[config.mk]
export PLATFORM = sky130hd
export DESIGN_NAME = ppse_mac
export DESIGN_NICKNAME = d
export VERILOG_FILES = /design/src/ppse_pkg.sv /design/src/ppse_mac.sv
export SDC_FILE = /design/constraint.sdc
export NUM_CORES = 2
export LEC_CHECK = 0
export BUFFER_PORTS_ARGS = -buffer_cell sky130_fd_sc_hd__clkbuf_2
export CAP_MARGIN = 20
export CORE_MARGIN = 5
export CORE_UTILIZATION = 30
export DETAILED_ROUTE_END_ITERATION = 10
export PLACE_DENSITY = 0.4
export SYNTH_ARGS = -nofsm -noshare
export SYNTH_HDL_FRONTEND = slang
export SYNTH_SLANG_ARGS = --single-unit
[constraint.sdc]
create_clock -name i_clk -period 26.3 [get_ports i_clk]
set_clock_uncertainty 0.05 [all_clocks]
set_input_delay 5.26 -clock i_clk [delete_from_list [all_inputs] [get_ports i_clk]]
set_output_delay 5.26 -clock i_clk [all_outputs]
set_load 0.1 [all_outputs]
[src/ppse_pkg.sv]
// Package for the piecewise polynomial spline evaluator.
// Holds payload structs, sequencer states, table sizes and the Horner weight function.
// No dependencies.
package ppse_pkg;

    localparam int MAX_SEGMENTS = 16;
    localparam int MAX_DEGREE   = 5;
    localparam int SEG_W        = 4;
    localparam int NUM_COEF     = MAX_DEGREE + 1;
    localparam int COEF_AW      = 7;   // segment * 6 + power fits below 128
    localparam int POW_W        = 3;
    localparam int CNT_W        = 5;

    localparam logic OP_WRITE = 1'b0;
    localparam logic OP_EVAL  = 1'b1;

    localparam logic [2:0] WORD_START = 3'd0;
    localparam logic [2:0] WORD_END   = 3'd1;

    localparam logic signed [31:0] Q_ONE   = 32'sh0001_0000;
    localparam logic signed [31:0] SAT_MAX = 32'sh7FFF_FFFF;
    localparam logic signed [31:0] SAT_MIN = 32'sh8000_0000;

    typedef struct packed {
        logic               operation;
        logic [3:0]         segment_index;
        logic [2:0]         word_index;
        logic signed [31:0] word_value;
        logic signed [31:0] query_time;
        logic [1:0]         derivative_order;
        logic               wrap_to_unit;
    } t_in_word;

    typedef struct packed {
        logic signed [31:0] result_value;
        logic [3:0]         chosen_segment;
        logic               table_empty;
    } t_out_word;

    typedef enum logic [3:0] {
        ST_IDLE,
        ST_RD_EDGE,
        ST_CLAMP,
        ST_SRCH_RD,
        ST_SRCH_CMP,
        ST_DT_RD,
        ST_DT,
        ST_H_RD,
        ST_H_MUL,
        ST_H_ADD,
        ST_OUT
    } t_state;

    // Weight i!/(i-d)! for power i and derivative order d; zero when i < d.
    function automatic logic [6:0] horner_weight(input logic [2:0] i, input logic [1:0] d);
        logic [6:0] w;
        w = 7'd1;
        for (int k = 0; k < 3; k++) begin
            if (k < int'(d)) begin
                w = 7'(w * 7'(int'(i) - k));
            end
        end
        return w;
    endfunction

endpackage

[src/ppse_mac.sv]
// Shared multiply unit: rounded Q16.16 product of two 32-bit operands, registered.
// Depends on ppse_pkg.
module ppse_mac
    import ppse_pkg::*;
(
    input  logic                i_clk,
    input  logic signed [31:0]  i_a,
    input  logic signed [31:0]  i_b,
    output logic signed [47:0]  o_prod
);

    logic signed [63:0] prod;

    // Adding half an LSB and shifting arithmetically gives round half up.
    assign prod = 64'(i_a) * 64'(i_b) + 64'sh8000;

    always_ff @(posedge i_clk) begin
        o_prod <= prod[63:16];
    end

endmodule

==> flow_summary.toml <==
[floorplan]
num_rows = 128
io_pins = 113
dieArea_mm2 = 0.130
core-area_mm2 = 0.122
start_util_pct = 30.2
die_h_um = 360
die_width_um = 360

[sta]
period_minus_slack_ns = 13.79
slew_headroom_pct = 24.9
final.period_utilization_pct = 52.4
setup-violations-final = 0
tightest_slew_ns = 1.13
fmax_mhz = 72.5
rsz0062_at_grt = "no"
hold_viol = 0
finalMaxSlewViolations = 0
fin_setup_tns_ns = 0

[setup_path]
crit_family = "adder cells"
worstPathCellList = "clkbuf_2, clkinv_1, buf_4, nor2_1, fa_1, fa_1, fa_1, fa_1, fa_1, fa_1, fa_1, inv_1, fa_1, inv_1, ha_1, and3_2, nand4_1, nor3_1, nor3b_1, o21ai_2, o22ai_1, a21oi_1, o21ai_0, xnor2_1"
required_ns = 26.54
startpoint_type = "primary input"
path_common_cell = "fa_1"
critPathMaxFanout = 16
cp_slowest_stage_delay_ns = 0.81
endpoint_kind = "flop"
critPathKind = "in2reg"
arrival_ns = 14.03
path_buf_inv = 5
critPathSlowestCell = "nor3b_1"

[global_routing]
grt_start_max_net_pins = 33
grt_pass1_wl_mm = 191
grt_antenna_before_repair = 11
track_usage_pct = 19.8
grt-ovfl-total = 0
grt_pass1_vias = 28848

[placed_design]
port_buffers = 112
place.gp.congestion = 0.798
dpl.hpwl_mm = 94.2

[final_layout]
drive_gt1_share_pct = 5.16
syn2layout_area_growth_pct = 6.65
final_cell_mix = "1,082 x fa_1, 975 x inv_1, 513 x nand2_1"
fin_nets = 5162
largest_reg_flops = 48
top_register = "o_prod"
final_common_cell = "fa_1"
reg_top3 = "o_prod: 48 flops"

[logic_synthesis]
ys_ff_latch = 48
ys_warn_count = 0
syn_avg_cell_area_um2 = 9.51
ys.flop_type = "dfxtp_1"
ys_seq_area_share_pct = 2.62
ys_types = 60
synth-edff-count = 0
syn_area_mm2 = 0.0367
ys_async_sr_fraction_pct = 0
synthCells = 3866
synth_nets = 5190

[clock_tree]
root_buffer = "clkbuf_16"
cts_max_level = 2
cts_setup_buffers = 0
cts_buffer_depth = 2
clkSinkCount = 48
hold_buffers = 0
clk_pin_slew_worst_paths_ns = 0.08
numCtsBuffers = 5
ctsResizeCount = 0
cts_tree = "yes"

[detailed_routing]
antenna_left = 0
drt-initial-drc-count = 1244
drc = 0
first_pass_iters = 5
viasPerCell = 4.56
vias = 24954
drt-total-wl_mm = 124
drt-wirelength-per-cell_um = 22.7

[min_path]
hold_class = "reg2out"

[outcome]
status = "complete, no violations"

[flow_run]
cap_violations = 0
synth_stat cells, types with 2 or more instances:
cell type / count / area share (%)
fa_1: 1082 / 59
inv_1: 975 / 10
nand2_1: 513 / 5.2
and2_1: 512 / 8.7
clkbuf_1: 197 / 2.0
ha_1: 177 / 6.0
a21oi_1: 61 / 0.83
nor2_1: 51 / 0.52
dfxtp_1: 48 / 2.6
xnor2_1: 43 / 1.0
o21ai_0: 31 / 0.42
a21o_1: 22 / 0.45
xor2_1: 19 / 0.45
nand4_1: 17 / 0.29
nand3_1: 11 / 0.15
o21bai_1: 9 / 0.18
nand2b_1: 8 / 0.14
nor3_1: 8 / 0.11
a211oi_1: 6 / 0.12
a31oi_1: 6 / 0.10
o21a_1: 6 / 0.12
nor2b_1: 5 / 0.085
and3_1: 4 / 0.068
buf_2: 4 / 0.054
a311oi_1: 3 / 0.072
buf_1: 3 / 0.031
clkbuf_2: 3 / 0.041
o21ai_2: 3 / 0.072
o31ai_1: 3 / 0.061
or3_1: 3 / 0.051
a2111oi_4: 2 / 0.15
a211o_1: 2 / 0.048
a41oi_2: 2 / 0.089
area by class of cell:
cell class                      count  area [um^2]
Tap cell                         1625         2030
Multi-Input combinational cell   2634        31300
Antenna cell                        5         12.5
Clock buffer                        6          139
Clock inverter                      2         38.8
Fill cell                       12923        82500
Sequential cell                    48          961
Timing Repair Buffer              173         1020
Inverter                          976         3660
stage by stage:
stage	cells	area (um^2)	utilization, %	setup WS, ns	hold slack, ns
floorplan	3866	36700	-	13.91	5.82
global placement	5455	39000	32.0	11.83	5.84
detailed placement	5456	39000	32.0	12.11	5.84
CTS	5464	39200	32.2	12.47	6.25
global route	5464	39200	32.2	12.17	6.26
finish	5469	39200	32.2	12.51	6.22
routing by layer:
metal	track usage, %	part of all wire [%]	vias to the layer above
li1	-	-	10866
met1	25.9	43	13496
met2	35.2	51	457
met5	0	0.010	-
met4	5.09	2.9	2
met3	2.01	3.3	133
cell families after synthesis:
group                    share of synthesized area [%]
adder cells (fa/ha/maj)                           65.0
buffers and inverters                             12.1
AND/OR/NAND/NOR                                   15.5
AO/OA/AOI/OAI                                     3.28
XOR/XNOR                                          1.48
flip-flops                                        2.61
final timing paths:
check        from    endpoint  slack (ns)  cells past startpoint
min    o_prod[43]  o_prod[43]        6.22                      1
max       i_b[31]  o_prod[44]       12.51                     24
Power is left out: the tool's default activity adds up to more than one toggle a clock period on the data nets, which glitch-free logic cannot reach.
