**src/ppse_pkg.sv**
```systemverilog
// Package for the piecewise polynomial spline evaluator.
// Holds payload structs, sequencer states, table sizes and the Horner weight function.
// No dependencies.
package ppse_pkg;

    localparam int MAX_SEGMENTS = 16;
    localparam int MAX_DEGREE   = 5;
    localparam int SEG_W        = 4;
    localparam int NUM_COEF     = MAX_DEGREE + 1;
    localparam int COEF_AW      = 7;   // segment * 6 + power fits below 128
    localparam int POW_W        = 3;
    localparam int CNT_W        = 5;

    localparam logic OP_WRITE = 1'b0;
    localparam logic OP_EVAL  = 1'b1;

    localparam logic [2:0] WORD_START = 3'd0;
    localparam logic [2:0] WORD_END   = 3'd1;

    localparam logic signed [31:0] Q_ONE   = 32'sh0001_0000;
    localparam logic signed [31:0] SAT_MAX = 32'sh7FFF_FFFF;
    localparam logic signed [31:0] SAT_MIN = 32'sh8000_0000;

    typedef struct packed {
        logic               operation;
        logic [3:0]         segment_index;
        logic [2:0]         word_index;
        logic signed [31:0] word_value;
        logic signed [31:0] query_time;
        logic [1:0]         derivative_order;
        logic               wrap_to_unit;
    } t_in_word;

    typedef struct packed {
        logic signed [31:0] result_value;
        logic [3:0]         chosen_segment;
        logic               table_empty;
    } t_out_word;

    typedef enum logic [3:0] {
        ST_IDLE,
        ST_RD_EDGE,
        ST_CLAMP,
        ST_SRCH_RD,
        ST_SRCH_CMP,
        ST_DT_RD,
        ST_DT,
        ST_H_RD,
        ST_H_MUL,
        ST_H_ADD,
        ST_OUT
    } t_state;

    // Weight i!/(i-d)! for power i and derivative order d; zero when i < d.
    function automatic logic [6:0] horner_weight(input logic [2:0] i, input logic [1:0] d);
        logic [6:0] w;
        w = 7'd1;
        for (int k = 0; k < 3; k++) begin
            if (k < int'(d)) begin
                w = 7'(w * 7'(int'(i) - k));
            end
        end
        return w;
    endfunction

endpackage

```
**src/ppse_table.sv**
```systemverilog
// Segment table memories: starts, ends and coefficients, one read port each.
// Depends on ppse_pkg.
module ppse_table
    import ppse_pkg::*;
(
    input  logic                i_clk,
    input  logic                i_wr_en,
    input  logic [SEG_W-1:0]    i_wr_seg,
    input  logic [2:0]          i_wr_word,
    input  logic signed [31:0]  i_wr_data,
    input  logic [SEG_W-1:0]    i_rd_seg,
    input  logic [POW_W-1:0]    i_rd_pow,
    output logic signed [31:0]  o_start,
    output logic signed [31:0]  o_end,
    output logic signed [31:0]  o_coef
);

    logic signed [31:0] r_start [MAX_SEGMENTS];
    logic signed [31:0] r_end   [MAX_SEGMENTS];
    logic signed [31:0] r_coef  [MAX_SEGMENTS*NUM_COEF];

    logic [COEF_AW-1:0] wr_caddr;
    logic [COEF_AW-1:0] rd_caddr;
    logic [POW_W-1:0]   wr_pow;

    assign wr_pow   = i_wr_word - 3'd2;
    assign wr_caddr = COEF_AW'(i_wr_seg) * COEF_AW'(NUM_COEF) + COEF_AW'(wr_pow);
    assign rd_caddr = COEF_AW'(i_rd_seg) * COEF_AW'(NUM_COEF) + COEF_AW'(i_rd_pow);

    always_ff @(posedge i_clk) begin
        if (i_wr_en) begin
            if (i_wr_word == WORD_START) begin
                r_start[i_wr_seg] <= i_wr_data;
            end else if (i_wr_word == WORD_END) begin
                r_end[i_wr_seg] <= i_wr_data;
            end else if (int'(wr_pow) <= MAX_DEGREE) begin
                r_coef[wr_caddr] <= i_wr_data;
            end
        end
    end

    always_ff @(posedge i_clk) begin
        o_start <= r_start[i_rd_seg];
        o_end   <= r_end[i_rd_seg];
        o_coef  <= r_coef[rd_caddr];
    end

endmodule

```
**config.mk**
```make
export PLATFORM = sky130hd
export DESIGN_NAME = ppse_table
export DESIGN_NICKNAME = d
export VERILOG_FILES = /design/src/ppse_pkg.sv /design/src/ppse_table.sv
export SDC_FILE = /design/constraint.sdc
export NUM_CORES = 2
export LEC_CHECK = 0
export BUFFER_PORTS_ARGS = -buffer_cell sky130_fd_sc_hd__buf_2
export CORE_MARGIN = 1.5
export CORE_UTILIZATION = 55
export DETAILED_ROUTE_END_ITERATION = 8
export MAX_ROUTING_LAYER = met4
export PLACE_DENSITY = 0.71
export SYNTH_ARGS = -nofsm -noshare
export SYNTH_HDL_FRONTEND = slang
export SYNTH_SLANG_ARGS = --single-unit
```
**constraint.sdc**
```tcl
create_clock -name i_clk -period 4.56 [get_ports i_clk]
set_input_delay 0.456 -clock i_clk [delete_from_list [all_inputs] [get_ports i_clk]]
set_output_delay 0.456 -clock i_clk [all_outputs]
set_load 0.02 [all_outputs]
```
==> impl_metrics.py <==
metrics = {
    "critical_path": {
        "path_buf_inv": 2,
        "worstPathRequired_ps": 5120,
        "cp_max_fo": 32,
        "cp-end-kind": "register",
        "crit_type": "input port to register",
        "cp.arrival_ps": 4240,
        "cp_top_family": "simple AND/OR/NAND/NOR gates",
        "reg2regPathDepth": 5,
        "rrSetupSlack_ps": 1530,
        "startpoint_type": "input port",
        "cpPeakStageDelay_ps": 1130,
        "critPathLaunch": "i_wr_seg[1]",
        "path_cells": "buf_2 -> ha_1 -> fa_1 -> xor2_1 -> buf_4 -> and3_1 -> nor3b_1 -> o21ai_2 -> nor2_4",
        "worstReg2RegEnd": "o_coef[31]",
        "worstReg2RegStart": "r_coef[95][31]",
        "slowest_stage": "nor2_4",
    },
    "placed_design": {
        "port_buffers": 143,
        "place.gp.congestion": 0.866,
        "place_area_um2": 169000,
        "dp_hpwl_um": 227000,
        "placed_cells": 10600,
    },
    "die": {
        "dieArea_um2": 293000,
        "initial_core_util_pct": 55.4,
        "io_pins": 144,
        "fp.dieW_um": 542,
        "die_h_um": 542,
        "rows": 197,
        "coreArea_um2": 288000,
    },
    "hold_path": {
        "hold_end": "r_coef[63][11]",
        "worst_hold_path_type": "input port to register",
        "whs_path_depth": 1,
        "hold_start": "i_wr_data[11]",
    },
    "sta": {
        "finalSetupViolCount": 0,
        "tightest_slew_ps": 1360,
        "fin_crit_sh_pct": 80.6,
        "finClkSkew_ps": 86.8,
        "rsz0062_at_grt": "false",
        "hold_violations": 0,
        "clock.fmax_mhz": 272,
        "maxSlewViolCount": 0,
        "period_minus_slack_ps": 3680,
        "slew_headroom_pct": 8.53,
    },
    "clock_network": {
        "clk_pin_slew_ps": 60,
        "cts_resized": 0,
        "clkSinkCount": 4192,
        "cts_hold_buffers": 3,
        "postCtsSetupRepairBufs": 0,
        "tritoncts": "yes",
        "root_buffer": "clkbuf_16",
        "htree_levels": 5,
        "cts_buffer_depth": 4,
        "cts_buffers": 409,
        "clk_latency_ps": 990,
    },
    "synthesis": {
        "synth_warnings": 0,
        "syn-num-nets": 6710,
        "synth_enable_flop_cells": 4096,
        "synth_area_leaders": "edfxtp_1 (77%), mux4_2 (16%), mux2i_1 (2.1%), dfxtp_1 (1.2%), buf_2 (0.57%)",
        "synth_top_area_share_pct": 77.0,
        "seq_area_frac_synth_pct": 78.3,
        "synth_cells": 6637,
        "synth_top_area_cell": "edfxtp_1",
        "ys_types": 62,
        "synth-async-reset-ratio_pct": 0,
        "synth_flop_cell": "edfxtp_1",
        "synth_seq_cells": 4192,
        "synth.avg_cell_area_um2": 24.1,
        "syn_area_um2": 160000,
    },
    "layout": {
        "syn_to_final_growth_pct": 14.4,
        "fin_area_um2": 183000,
        "fin_nets": 7341,
        "final_util_pct": 63.3,
        "drive_above_1_share_pct": 32.8,
        "final_cells": 11400,
    },
    "power_and_ir_drop": {
        "power_frac_seq_pct": 49.6,
        "p_int_w": 0.0662,
        "p_comb_share_pct": 10.9,
        "clkPwrFrac_pct": 39.5,
        "powerDensity_nw_per_um2": 476,
        "swShare_pct": 23.8,
        "max-vdd-ir-drop_mv": 0.360,
        "p_leak_nw": 58.0,
        "finalPower_w": 0.0869,
        "p_sw_w": 0.0207,
    },
    "detailed_routing": {
        "drt-total-wl_um": 406000,
        "drtIter0Drc": 11000,
        "routed_via_density": 6.65,
        "first_pass_iters": 6,
        "wl_per_cell_um": 35.5,
        "dr_total_vias": 75900,
        "route.detailed.drc": 0,
        "ant_nets": 0,
    },
    "grt": {
        "grt_pass1_wl_um": 574000,
        "grt_max_degree": 145,
        "grt_pass1_vias": 76200,
        "grt_overflow": 0,
        "grt.total_usage_pct": 28.7,
        "grt_antenna_before_repair": 29,
    },
    "run": {
        "max_cap_violations": 0,
    },
    "run_status": {
        "status": "completed",
    },
}
==> worst reg2reg max path, delay by kind of cell, from the launching register on <==
| family | cells | cell delay (ps) |
|---|---|---|
| mux | 2 | 1100 |
| simple gates | 1 | 270 |
| flops | 1 | 370 |
| compound gates | 2 | 1140 |
==> layer usage <==
| metal | vias up | part of all wire [%] | global-route usage (%) |
|---|---|---|---|
| met5 | - | 0 | - |
| met4 | 0 | 3.8 | 9.88 |
| met3 | 709 | 10 | 4.89 |
| met2 | 4645 | 49 | 44.2 |
| met1 | 40700 | 37 | 39.3 |
| li1 | 29800 | - | - |
==> power by group through the flow <==
stage,combinational [W],sequential (W),clock [W]
final,0.00947,0.0431,0.0343
after detailed placement,0.00942,0.0439,0
after floorplan,0.00489,0.0439,0
after CTS,0.00946,0.0431,0.0347
after global placement,0.00929,0.0439,0
after global routing,0.00982,0.0431,0.0361
==> state kept, by name, indices dropped and copies added, names as in the netlist <==
name,count
o_coef,32
o_end,32
o_start,32
r_coef,3072
r_end,512
r_start,512
==> metrics by stage <==
stage | hold slack, ps | setup TNS [ps] | setup slack, ps
floorplan | 555 | 0 | 406
global placement | 750 | -5120 | -967
detailed placement | 758 | -2640 | -92.6
CTS | 8.55 | 0 | 969
global route | 46.2 | 0 | 703
finish | 51.2 | 0 | 883
==> cell families after synthesis <==
group                      after synthesis  share of synthesized area [%]
muxes                                 1471                           18.1
AOI/OAI and AO/OA                      187                          0.968
buffers and inverters                  372                           1.19
and+or+nand+nor                        377                           1.17
DFF                                   4192                           78.3
xor gates and xnor gates                13                          0.110
adders and majority gates               25                          0.215
==> placed cells by master (no fill, tap or decap), types with 74 or more instances in the layout <==
cell       count
edfxtp_1    4096
mux4_2      1131
clkbuf_16    412
buf_4        353
mux2i_1      332
buf_12       110
nor3_1       108
buf_2        107
nor2_4        97
dfxtp_1       96
clkinv_2      84
clkbuf_1      77
clkinv_1      76
a211oi_1      74
==> synth_stat cells (all sizes together) (5+ instances only) <==
library cell and count:
o211ai 5, o21ai 22, inv 15, nand3 20, and2 26, nand2 30
and3 41, a311oi 5, dfxtp 96, ha 21, mux2i 332, nand4 10
nor3 108, a31oi 9, a21oi 10, a211oi 74, buf 249, xor2 6
nor2b 19, mux4 1131, a221oi 31, a21o 7, a2111oi 9, mux2 8
edfxtp 4096, clkbuf 107, nor2 113, xnor2 5
==> cell type report <==
class	count	area [um^2]
clock inverter	257	2920
antenna	16	40.0
fill	18400	106000
tap	3781	4730
multi-input combinational	2073	33700
sequential	4192	125000
clock buffer	505	10800
inverter	16	70.1
timing repair buffer	576	5460
==> worst max path at each step <==
stage	cells past startpoint	endpoint	slack, ps
floorplan	8	r_coef[0][0]	410
detailed placement	11	o_coef[18]	-90
CTS	11	o_coef[18]	970
global placement	12	o_coef[8]	-970
finish	9	r_coef[92][9]	880
global route	9	r_coef[92][9]	700
Power figures use the tool's default switching activity.
